## config.mk

```make
export PLATFORM = sky130hd
export DESIGN_NAME = sync_header_frame_parser
export DESIGN_NICKNAME = d
export VERILOG_FILES = /design/src/rtl/core/sfp_pkg.sv /design/src/rtl/core/sfp_ctrl.sv /design/src/rtl/core/sfp_datapath.sv /design/src/rtl/core/sync_header_frame_parser.sv
export SDC_FILE = /design/constraint.sdc
export NUM_CORES = 1
export LEC_CHECK = 0
export BUFFER_PORTS_ARGS = -buffer_cell sky130_fd_sc_hd__buf_2
export CORE_MARGIN = 5
export CORE_UTILIZATION = 30
export DETAILED_ROUTE_END_ITERATION = 16
export PLACE_DENSITY_LB_ADDON = 0.3
export SLEW_MARGIN = 20
export SYNTH_ARGS = -nofsm -noshare
export SYNTH_HDL_FRONTEND = slang
export SYNTH_SLANG_ARGS = --single-unit
```

## constraint.sdc

```tcl
create_clock -name clk -period 3.75 [get_ports clk]
set_clock_uncertainty 0.15 [all_clocks]
set_input_delay 0.375 -clock clk [delete_from_list [all_inputs] [get_ports clk]]
set_output_delay 0.375 -clock clk [all_outputs]
set_load 0.01 [all_outputs]
```

## src/rtl/core/sfp_pkg.sv

```systemverilog
// Shared types and constants for the sync-header frame parser.
// Used by sfp_ctrl, sfp_datapath and sync_header_frame_parser; no dependencies.
package sfp_pkg;

  // Frame geometry
  localparam int MAX_PAYLOAD = 64;
  localparam int ADDR_W      = $clog2(MAX_PAYLOAD);
  localparam int LEN_W       = 7;
  localparam int BYTE_W      = 8;
  localparam int CNT_W       = 16;
  localparam int CFG_IDX_W   = 2;

  localparam logic [BYTE_W-1:0] TERMINATOR = 8'h0A;

  // Configuration register indexes
  localparam logic [CFG_IDX_W-1:0] CFG_PAYLOAD_LENGTH = 2'd0;
  localparam logic [CFG_IDX_W-1:0] CFG_MESSAGE_ID     = 2'd1;

  // Result kinds
  localparam logic KIND_PAYLOAD = 1'b0;
  localparam logic KIND_REJECT  = 1'b1;

  // Parser states; the first nine follow the frame layout
  typedef enum logic [3:0] {
    ST_SYNC0,
    ST_SYNC1,
    ST_SYNC2,
    ST_SYNC3,
    ST_LEN,
    ST_ID,
    ST_DATA,
    ST_SUM,
    ST_END,
    ST_RD,
    ST_OUT
  } state_t;

  // Controller to datapath
  typedef struct packed {
    logic [1:0] sync_sel;     // which sync byte to compare against
    logic       start_sum;    // length byte accepted
    logic       add_sum;      // accumulate rx byte
    logic       clr_count;    // start of payload
    logic       store;        // write payload byte
    logic       load_rx_sum;  // capture received checksum
    logic       frame_good;   // good frame end
    logic       frame_bad;    // bad frame end, load reject item
    logic       rd_start;     // reset replay index
    logic       rd_issue;     // read store at replay index
    logic       out_payload;  // load replayed byte into output register
  } cmd_t;

  // Datapath to controller
  typedef struct packed {
    logic sync_hit;
    logic len_hit;
    logic id_hit;
    logic data_done;
    logic end_good;
    logic out_free;
    logic rd_last;
  } stat_t;

  // Sync sequence '$','D','A','T'
  function automatic logic [BYTE_W-1:0] sync_byte(input logic [1:0] sel);
    logic [BYTE_W-1:0] b;
    case (sel)
      2'd0:    b = 8'h24;
      2'd1:    b = 8'h44;
      2'd2:    b = 8'h41;
      2'd3:    b = 8'h54;
      default: b = 8'h24;
    endcase
    return b;
  endfunction

endpackage

```

## src/rtl/core/sfp_ctrl.sv

```systemverilog
// Parser state machine: walks the frame and sequences the payload replay.
// Depends on sfp_pkg; drives cmd_t to sfp_datapath and reads its stat_t.
module sfp_ctrl
  import sfp_pkg::*;
(
  input  logic  clk,
  input  logic  rst,
  input  logic  in_valid,
  output logic  in_stall,
  input  stat_t stat,
  output cmd_t  cmd
);

  state_t state, state_next;
  logic   take;

  // State register
  always_ff @(posedge clk) begin
    if (rst) begin
      state <= ST_SYNC0;
    end else begin
      state <= state_next;
    end
  end

  // Input stalls during replay, and at frame end while the output is full
  always_comb begin
    in_stall = (state == ST_RD) || (state == ST_OUT) ||
               ((state == ST_END) && !stat.out_free);
  end

  assign take = in_valid && !in_stall;

  // Next state and commands
  always_comb begin
    state_next = state;
    cmd        = '0;
    case (state)
      ST_SYNC0, ST_SYNC1, ST_SYNC2, ST_SYNC3: begin
        cmd.sync_sel = state[1:0];
        if (take) begin
          if (!stat.sync_hit) begin
            state_next = ST_SYNC0;
          end else begin
            case (state)
              ST_SYNC0: state_next = ST_SYNC1;
              ST_SYNC1: state_next = ST_SYNC2;
              ST_SYNC2: state_next = ST_SYNC3;
              default:  state_next = ST_LEN;
            endcase
          end
        end
      end
      ST_LEN: begin
        if (take) begin
          if (stat.len_hit) begin
            cmd.start_sum = 1'b1;
            state_next    = ST_ID;
          end else begin
            state_next = ST_SYNC0;
          end
        end
      end
      ST_ID: begin
        if (take) begin
          if (stat.id_hit) begin
            cmd.add_sum   = 1'b1;
            cmd.clr_count = 1'b1;
            state_next    = ST_DATA;
          end else begin
            state_next = ST_SYNC0;
          end
        end
      end
      ST_DATA: begin
        if (take) begin
          cmd.store   = 1'b1;
          cmd.add_sum = 1'b1;
          if (stat.data_done) begin
            state_next = ST_SUM;
          end
        end
      end
      ST_SUM: begin
        if (take) begin
          cmd.load_rx_sum = 1'b1;
          state_next      = ST_END;
        end
      end
      ST_END: begin
        if (take) begin
          if (stat.end_good) begin
            cmd.frame_good = 1'b1;
            cmd.rd_start   = 1'b1;
            state_next     = ST_RD;
          end else begin
            cmd.frame_bad = 1'b1;
            state_next    = ST_SYNC0;
          end
        end
      end
      ST_RD: begin
        cmd.rd_issue = 1'b1;
        state_next   = ST_OUT;
      end
      ST_OUT: begin
        if (stat.out_free) begin
          cmd.out_payload = 1'b1;
          state_next      = stat.rd_last ? ST_SYNC0 : ST_RD;
        end
      end
      default: begin
        state_next = ST_SYNC0;
      end
    endcase
  end

endmodule

```

## src/rtl/core/sfp_datapath.sv

```systemverilog
// Parser datapath: config registers, checksum, payload store, frame
// counters and the output register. Depends on sfp_pkg; driven by sfp_ctrl.
module sfp_datapath
  import sfp_pkg::*;
(
  input  logic                 clk,
  input  logic                 rst,
  input  logic                 cfg_valid,
  input  logic [CFG_IDX_W-1:0] cfg_index,
  input  logic [BYTE_W-1:0]    cfg_data,
  input  logic [BYTE_W-1:0]    rx_byte,
  input  cmd_t                 cmd,
  output stat_t                stat,
  input  logic                 out_stall,
  output logic                 out_valid,
  output logic                 kind,
  output logic [BYTE_W-1:0]    payload_byte,
  output logic [ADDR_W-1:0]    byte_index,
  output logic                 last,
  output logic [CNT_W-1:0]     good_count,
  output logic [CNT_W-1:0]     error_count
);

  logic [LEN_W-1:0]  payload_length;
  logic [BYTE_W-1:0] message_id;
  logic [BYTE_W-1:0] running_sum;
  logic [BYTE_W-1:0] received_sum;
  logic [LEN_W-1:0]  payload_count;
  logic [LEN_W-1:0]  rd_idx;
  logic [BYTE_W-1:0] rd_q;
  logic [CNT_W-1:0]  good_frames;
  logic [CNT_W-1:0]  bad_frames;
  logic [BYTE_W-1:0] payload_store [MAX_PAYLOAD];
  logic [LEN_W-1:0]  eff_len;
  logic [LEN_W-1:0]  count_inc;

  // Expected length byte is the effective length plus one
  function automatic logic [LEN_W-1:0] count_w_len(input logic [LEN_W-1:0] n);
    return n + LEN_W'(1);
  endfunction

  // Configuration registers, always ready
  always_ff @(posedge clk) begin
    if (rst) begin
      payload_length <= LEN_W'(16);
      message_id     <= BYTE_W'(2);
    end else if (cfg_valid) begin
      if (cfg_index == CFG_PAYLOAD_LENGTH) begin
        payload_length <= cfg_data[LEN_W-1:0];
      end else if (cfg_index == CFG_MESSAGE_ID) begin
        message_id <= cfg_data;
      end
    end
  end

  // Effective length clamped to 1..MAX_PAYLOAD
  always_comb begin
    if (payload_length == '0) begin
      eff_len = LEN_W'(1);
    end else if (payload_length > LEN_W'(MAX_PAYLOAD)) begin
      eff_len = LEN_W'(MAX_PAYLOAD);
    end else begin
      eff_len = payload_length;
    end
  end

  assign count_inc = payload_count + LEN_W'(1);

  // Status back to the controller
  always_comb begin
    stat.sync_hit  = (rx_byte == sync_byte(cmd.sync_sel));
    stat.len_hit   = (rx_byte == {1'b0, count_w_len(eff_len)});
    stat.id_hit    = (rx_byte == message_id);
    stat.data_done = (count_inc >= eff_len);
    stat.end_good  = (running_sum == received_sum) && (rx_byte == TERMINATOR);
    stat.out_free  = !out_valid || !out_stall;
    stat.rd_last   = ((rd_idx + LEN_W'(1)) == payload_count);
  end

  // Checksum and payload count
  always_ff @(posedge clk) begin
    if (rst) begin
      running_sum   <= '0;
      received_sum  <= '0;
      payload_count <= '0;
    end else begin
      if (cmd.start_sum) begin
        running_sum <= rx_byte;
      end else if (cmd.add_sum) begin
        running_sum <= running_sum + rx_byte;
      end
      if (cmd.load_rx_sum) begin
        received_sum <= rx_byte;
      end
      if (cmd.clr_count) begin
        payload_count <= '0;
      end else if (cmd.store) begin
        payload_count <= count_inc;
      end
    end
  end

  // Payload store: one write port, registered read
  always_ff @(posedge clk) begin
    if (cmd.store) begin
      payload_store[payload_count[ADDR_W-1:0]] <= rx_byte;
    end
    if (cmd.rd_issue) begin
      rd_q <= payload_store[rd_idx[ADDR_W-1:0]];
    end
  end

  // Replay index
  always_ff @(posedge clk) begin
    if (rst) begin
      rd_idx <= '0;
    end else if (cmd.rd_start) begin
      rd_idx <= '0;
    end else if (cmd.out_payload) begin
      rd_idx <= rd_idx + LEN_W'(1);
    end
  end

  // Frame counters
  always_ff @(posedge clk) begin
    if (rst) begin
      good_frames <= '0;
      bad_frames  <= '0;
    end else begin
      if (cmd.frame_good) begin
        good_frames <= good_frames + CNT_W'(1);
      end
      if (cmd.frame_bad) begin
        bad_frames <= bad_frames + CNT_W'(1);
      end
    end
  end

  // Output register: valid flag
  always_ff @(posedge clk) begin
    if (rst) begin
      out_valid <= 1'b0;
    end else if (cmd.frame_bad || cmd.out_payload) begin
      out_valid <= 1'b1;
    end else if (!out_stall) begin
      out_valid <= 1'b0;
    end
  end

  // Output register: item fields
  always_ff @(posedge clk) begin
    if (cmd.frame_bad) begin
      kind         <= KIND_REJECT;
      payload_byte <= '0;
      byte_index   <= '0;
      last         <= 1'b1;
      good_count   <= good_frames;
      error_count  <= bad_frames + CNT_W'(1);
    end else if (cmd.out_payload) begin
      kind         <= KIND_PAYLOAD;
      payload_byte <= rd_q;
      byte_index   <= rd_idx[ADDR_W-1:0];
      last         <= stat.rd_last;
      good_count   <= good_frames;
      error_count  <= bad_frames;
    end
  end

endmodule

```

## src/rtl/core/sync_header_frame_parser.sv

```systemverilog
// Sync-header frame parser: top level joining controller and datapath.
// Depends on sfp_pkg, sfp_ctrl and sfp_datapath.
//
// Input channel: one received byte per item (in_valid, in_stall, rx_byte).
// A frame is '$','D','A','T', length (clamped payload_length+1), ID (message_id),
// the payload, an additive checksum byte and a 0x0A terminator.
// Output channel (out_valid, out_stall): on a good frame end, one item per
// stored payload byte with last set on the final one; on a bad frame end,
// one reject item. Each item carries the wrapping good/error frame counts.
// Config channel (cfg_valid, cfg_ready, cfg_index, cfg_data) is always ready;
// write only while the parser is idle.
// Throughput: one byte per cycle while parsing and in_stall is low. A good frame
// end replays the store one byte at a time, each through a registered memory read
// (ST_RD) and an output load (ST_OUT) when the output is free, in_stall held high.
// A bad frame end loads its reject item into the output register directly.
// Reset: parser waits for '$', counters and sums clear, payload_length = 16,
// message_id = 2. A stalled receiver holds the output register; the parser
// keeps taking bytes until it needs the output register again.
module sync_header_frame_parser
  import sfp_pkg::*;
(
  input  logic                 clk,
  input  logic                 rst,
  input  logic                 in_valid,
  output logic                 in_stall,
  input  logic [BYTE_W-1:0]    rx_byte,
  output logic                 out_valid,
  input  logic                 out_stall,
  output logic                 kind,
  output logic [BYTE_W-1:0]    payload_byte,
  output logic [ADDR_W-1:0]    byte_index,
  output logic                 last,
  output logic [CNT_W-1:0]     good_count,
  output logic [CNT_W-1:0]     error_count,
  input  logic                 cfg_valid,
  output logic                 cfg_ready,
  input  logic [CFG_IDX_W-1:0] cfg_index,
  input  logic [BYTE_W-1:0]    cfg_data
);

  cmd_t  cmd;
  stat_t stat;

  assign cfg_ready = 1'b1;

  // Frame state machine
  sfp_ctrl u_ctrl (
    .clk      (clk),
    .rst      (rst),
    .in_valid (in_valid),
    .in_stall (in_stall),
    .stat     (stat),
    .cmd      (cmd)
  );

  // Checksum, store, counters and output register
  sfp_datapath u_dp (
    .clk          (clk),
    .rst          (rst),
    .cfg_valid    (cfg_valid),
    .cfg_index    (cfg_index),
    .cfg_data     (cfg_data),
    .rx_byte      (rx_byte),
    .cmd          (cmd),
    .stat         (stat),
    .out_stall    (out_stall),
    .out_valid    (out_valid),
    .kind         (kind),
    .payload_byte (payload_byte),
    .byte_index   (byte_index),
    .last         (last),
    .good_count   (good_count),
    .error_count  (error_count)
  );

endmodule

```

==> results of run 1 <==
[logic make-up (layout without fill, tap and decap cells)]
kind of cell    Yosys count  in the layout  share of synthesized area
flops                   650            650                     0.7019
simple gates            371            371                    0.07097
mux                     178            178                     0.1434
compound gates          119            119                    0.03174
buf+inv                 105            348                    0.01649
xor+xnor                 77             77                    0.02554
fa+ha+maj                20             20                   0.009760
other cells               1              3                  0.0001420
[power groups by stage]
stage	Combinational [mW]	Sequential [mW]	Clock (mW)
floorplan	0.117	7.99	0
global placement	0.284	8.00	0
detailed placement	0.293	8.00	0
CTS	0.302	7.84	6.91
global route	0.325	7.84	7.20
finish	0.297	7.84	6.74
[cells in the mapped netlist, types with 18 or more instances]
library cell | n | area share
nor3_1 | 19 | 0.0036
nor2b_1 | 24 | 0.0057
buf_2 | 27 | 0.0051
xor2_1 | 36 | 0.012
inv_1 | 18 | 0.0026
ha_1 | 19 | 0.0090
clkbuf_1 | 40 | 0.0057
dfxtp_1 | 98 | 0.074
mux4_2 | 160 | 0.14
nand3_1 | 32 | 0.0061
nand2_1 | 65 | 0.0092
a21oi_1 | 25 | 0.0047
edfxtp_1 | 552 | 0.63
xnor2_1 | 41 | 0.014
o21ai_0 | 20 | 0.0038
nor2_1 | 135 | 0.019
[routing by layer]
metal  GRT usage  wire (um)  share of wire  vias up
met4     0.03421       1453          0.022        0
met3     0.03166       4238          0.065       94
met2      0.2144      30340           0.47      436
met1      0.1939      28950           0.45     7425
li1            -          -              -     6390
met5           0          0              0        -
[sequential cells by signal (all words and copies together), names as in the netlist]
signal               flops
u_dp.payload_store     512
u_dp.bad_frames         16
u_dp.error_count        16
u_dp.good_count         16
u_dp.good_frames        16
u_dp.message_id          8
u_dp.payload_byte        8
u_dp.rd_q                8
u_dp.received_sum        8
u_dp.running_sum         8
u_dp.payload_count       7
u_dp.payload_length      7
u_dp.rd_idx              7
u_dp.byte_index          6
u_ctrl.state             4
u_dp.kind                1
u_dp.last                1
u_dp.out_valid           1
[tightest hold or removal path, cell delays in order]
cell,delay [ns]
buf_2,0.13
nand2_1,0.17
a21oi_1,0.09
[final timing paths]
kind,slack [ns],cells past startpoint,endpoint,start
setup / recovery,0.33,12,u_dp.running_sum[7],u_dp.payload_length[1]
hold / removal,0.06,3,u_dp.out_valid,out_stall
setup reg to reg,0.33,12,u_dp.running_sum[7],u_dp.payload_length[1]
hold reg to reg,0.31,0,u_dp.good_count[15],u_dp.good_frames[15]
[area by class of cell]
cell class / count / share of cell area
clock buffers: 95 / 0.06084
clock inverters: 34 / 0.01099
well taps: 1155 / 0.04632
repair buffers: 199 / 0.04644
flip-flops and latches: 650 / 0.5945
inverters: 20 / 0.002406
diodes: 2 / 0.0001604
multi-input cells: 766 / 0.2383
[repair_timing]
item	4_1_cts	5_1_grt
hold endpoints to repair	16	0
buffers inserted	0	0
hold buffers	9	0
==> impl_metrics.toml, run 1 <==
[synthesis]
synth_seq_cells = 650
ys_seq_area_frac = 0.7019
ys_types = 70
syn-cell-area_sq_um = 26410
synth_edf_count = 552
yosysWarnings = 0
ys.flop_type = "edfxtp_1"
async_flop_share = 0
syn_inst = 1521
synthesis.nets = 1564
avgSynthCellArea_sq_um = 17.36

[clocking]
tritoncts = "yes"
cts_root_buffer = "clkbuf_16"
cts_buffer_depth = 3
clock_latency_ns = 0.62
clk_pin_slew_ns = 0.06
cts.htree.levels = 3
clock_sinks = 650
cts_resized = 0
numCtsBuffers = 72

[finish]
mostFrequentLayoutCells = "552 x edfxtp_1, 160 x mux4_2, 135 x nor2_1, 109 x buf_4, 94 x dfxtp_1"
multiInputGateArea_sq_um = 7436
drive_gt1_frac = 0.2681
fin_area_sq_um = 31200
finalNonFillerCells = 2921
area_growth_pct = 18.14
layout.nets = 1752
final_common_cell = "edfxtp_1"
seqCellArea_sq_um = 18550
final_core_util = 0.3585
fillerInstances = 8186

[power_and_ir_drop]
net-switching-power_mw = 3.036
powerDensity_nw_per_um2 = 476.9
pwr-share-clk = 0.453
seq_power_share = 0.527
leakage_nw = 10.10
power.internal_mw = 11.84
combPwrFrac = 0.020
irDropWorstVdd_mv = 0.2697
switching_share = 0.2040
finalPower_mw = 14.88

[sta]
setup_slack_ns = 0.3290
finalCriticalPeriod_ns = 3.421
fmax_ghz = 0.2923
slew_violations = 0
tns_ns = 0
timing.hold.ws_ns = 0.05713
maxSlewHeadroom = 0.3115
finalHoldViolCount = 0
setup_violations = 0
rsz0062_at_grt = "no"
timing.final.crit_share = 0.9123
worst_slew_pin_slew_ns = 1.025

[drt]
routed_via_density = 4.911
antenna_left = 0
drtIter0Drc = 1204
finalWirelength_um = 64990
firstDrtPassIters = 5
post-route-drc-count = 0
drt-wirelength-per-cell_um = 22.25
via_count = 14350

[run_status]
outcome = "completed"

[worst_setup_path]
critical_path_buf_inv_count = 1
slowest_delay_ns = 0.56
crit_type = "flip-flop to flip-flop"
end_kind = "flip-flop"
critPathArrivalTime_ns = 3.76
crit_top_cell = "nor2_1"
start_kind = "flip-flop"
crit_slowest_cell = "or4_1"
crit_path_cell_trace = "or4_1, nor2_1, nor2_1, nor2_1, ha_1, xor2_1, a2111oi_2, nand4_1, nor4_1, buf_4, o21ai_0, a211o_1"
crit_path_max_fanout = 11
required_ns = 4.09
crit_family = "simple AND/OR/NAND/NOR gates"

[min_path]
hold_path_class = "input pin to flip-flop"

[global_routing]
grt_overflow = 0
antenna_found_initial = 2
grt_max_degree = 68
grt_pass1_vias = 14640
grt_pass1_wl_um = 96810
grt_use_total = 0.1366

[placement]
dp_cells = 2781
place_area_sq_um = 28860
port_buffers = 72
place_ws_ns = 0.3619
routabilityCongestion = 0.8149
dp_hpwl_um = 42570

[floorplanning]
die-area_sq_um = 94060
die_x_um = 306.7
initial_core_util = 0.3035
core_area_sq_um = 87020
io_pins = 74
die-height_um = 306.7
rows = 108

[job]
cap_violations = 0
No activity file was read; power rests on OpenSTA's default activity.
==> run 2, diff against run 1 <==
--- a/config.mk
+++ b/config.mk
@@ -5,7 +5,7 @@
 export SDC_FILE = /design/constraint.sdc
 export NUM_CORES = 1
 export LEC_CHECK = 0
-export BUFFER_PORTS_ARGS = -buffer_cell sky130_fd_sc_hd__buf_2
+export BUFFER_PORTS_ARGS = -buffer_cell sky130_fd_sc_hd__buf_4
 export CORE_MARGIN = 5
 export CORE_UTILIZATION = 30
 export DETAILED_ROUTE_END_ITERATION = 16
==> run 2 against run 1 <==
  * Worst hold slack worse by 0.0054 ns
  * Cell count down 0.31%
  * Die area unchanged
  * Power about the same
  * Critical path depth unchanged
  * Combinational power about the same
  * Sequential share of layout area down 0.34 points
  * Wire length down 0.33%
  * Maximum frequency about the same
  * Register-to-register slack about the same
  * Non-clock buffer count down 2
  * Largest power group unchanged
  * Highest routed layer is now met5
==> impl_metrics.toml, run 2 (synthesized netlist as in run 1, its figures left out) <==
[worst_setup_path]
end_kind = "flip-flop"
slowest_delay_ns = 0.57
crit_slowest_cell = "or4_1"
crit_top_cell = "nor2_1"
crit_type = "flip-flop to flip-flop"
crit_path_max_fanout = 11
critPathArrivalTime_ns = 3.77
reg2reg_from = "u_dp.payload_length[1]"
start_kind = "flip-flop"
worstSetupStartpoint = "u_dp.payload_length[1]"
critical_path_buf_inv_count = 1
required_ns = 4.09
crit_path_cell_trace = "or4_1, nor2_1, nor2_1, nor2_1, ha_1, xor2_1, a2111oi_2, nand4_1, nor4_1, buf_4, o21ai_0, a211o_1"
crit_family = "simple AND/OR/NAND/NOR gates"

[sta]
maxSlewHeadroom = 0.4544
rsz0062_at_grt = "no"
finalHoldViolCount = 0
fmax_ghz = 0.2923
worst_slew_pin_slew_ns = 0.8154
finalCriticalPeriod_ns = 3.422
tns_ns = 0
slew_violations = 0
setup_violations = 0
timing.final.crit_share = 0.9124

[clocking]
tritoncts = "yes"
numCtsBuffers = 70
cts_root_buffer = "clkbuf_16"
clk_pin_slew_ns = 0.06
clock_latency_ns = 0.61
cts_buffer_depth = 3
cts.htree.levels = 3
clock_sinks = 650

[global_routing]
grt_use_total = 0.1364
grt_overflow = 0
grt_pass1_wl_um = 96840
antenna_found_initial = 7
grt_pass1_vias = 14600
grt_max_degree = 75

[placement]
routabilityCongestion = 0.7674
dp_cells = 2776
port_buffers = 72
dp_hpwl_um = 41690

[finish]
area_growth_pct = 18.82
seqCellArea_sq_um = 18550
multiInputGateArea_sq_um = 7436
mostFrequentLayoutCells = "552 x edfxtp_1, 175 x buf_4, 160 x mux4_2, 135 x nor2_1, 94 x dfxtp_1"
finalNonFillerCells = 2912
fillerInstances = 8150
final_common_cell = "edfxtp_1"
antenna_cells = 0
largest_reg_flops = 512
drive_gt1_frac = 0.2681
layout.nets = 1748

[power_and_ir_drop]
leakage_nw = 10.12
power.internal_mw = 11.83
net-switching-power_mw = 3.049
pwr-share-clk = 0.453
seq_power_share = 0.527
powerDensity_nw_per_um2 = 474.2
switching_share = 0.2049
combPwrFrac = 0.020
finalPower_mw = 14.88
irDropWorstVdd_mv = 0.3272

[drt]
firstDrtPassIters = 5
via_count = 14240
antenna_left = 0
post-route-drc-count = 0
drt-wirelength-per-cell_um = 22.24
finalWirelength_um = 64770
drtIter0Drc = 1181
routed_via_density = 4.890

[floorplanning]
die_x_um = 306.7
io_pins = 74
die-area_sq_um = 94060
core_area_sq_um = 87020
initial_core_util = 0.3035
die-height_um = 306.7
rows = 108

[min_path]
hold_path_class = "input pin to flip-flop"
hp-start = "rx_byte[6]"

[run_status]
outcome = "completed"

[job]
cap_violations = 0
run 2: changes by cell type in the layout (fill, tap and decap cells not counted):
cell           change
clkinv_1           -4
clkinv_2           +4
dlygate4sd3_1      +3
clkinv_8           +2
diode_2            -2
inv_6              -3
buf_12             +1
buf_2             -72
buf_4             +66
inv_1              +1
clkbuf_1           -5
inv_2              -1
clkinv_4           +1
run 2: layout make-up:
cell class,instances,area share
Timing Repair Buffer,197,0.05207
Clock inverter,34,0.01156
Sequential cell,650,0.5911
Multi-Input combinational cell,766,0.2370
Tap cell,1155,0.04605
Inverter,20,0.002392
Clock buffer,90,0.05989
run 2: what timing repair did:
action                                 4_1_cts  5_1_grt
buffers inserted                             0        0
endpoints found under the hold margin       25        0
gates resized for setup                      0        0
hold buffers                                12        0
run 2: worst reg2reg max path, stage by stage, from the launching register on:
cell and delay, ns:
dfxtp_1 0.34, or4_1 0.57, nor2_1 0.12, nor2_1 0.05
nor2_1 0.15, ha_1 0.27, xor2_1 0.15, a2111oi_2 0.33
nand4_1 0.27, nor4_1 0.34, buf_4 0.23, o21ai_0 0.11
a211o_1 0.22
run 2: final timing paths:
path | endpoint | slack (ns) | cells after the start
worst max-delay path | u_dp.running_sum[7] | 0.33 | 12
worst min-delay path | u_dp.payload_store[60][6] | 0.05 | 1
worst max register to register | u_dp.running_sum[7] | 0.33 | 12
worst min register to register | u_dp.payload_byte[1] | 0.31 | 1
run 2: metrics by stage:
stage,hold slack [ns],util,area [sq um],setup WS [ns]
2_1_floorplan,0.2672,-,26410,0.5936
3_3_place_gp,0.2841,0.3334,29020,0.3060
3_5_place_dp,0.2992,0.3334,29020,0.3535
4_1_cts,0.01902,0.3606,31380,0.3411
5_1_grt,0.03949,0.3606,31380,0.07294
6_report,0.05173,0.3606,31380,0.3284
run 2: power groups by stage:
stage	clock [mW]	combinational, mW	sequential (mW)
2_1_floorplan	0	0.117	7.99
3_3_place_gp	0	0.280	8.00
3_5_place_dp	0	0.292	8.00
4_1_cts	6.93	0.303	7.84
5_1_grt	7.21	0.325	7.84
6_report	6.74	0.295	7.85
run 2: layer usage:
metal / wire length, um / vias up / global-route usage
met5: 13 / - / 0
met4: 1250 / 2 / 0.03241
met3: 3968 / 89 / 0.03070
met2: 31000 / 405 / 0.2208
met1: 28540 / 7361 / 0.1890
li1: - / 6382 / -
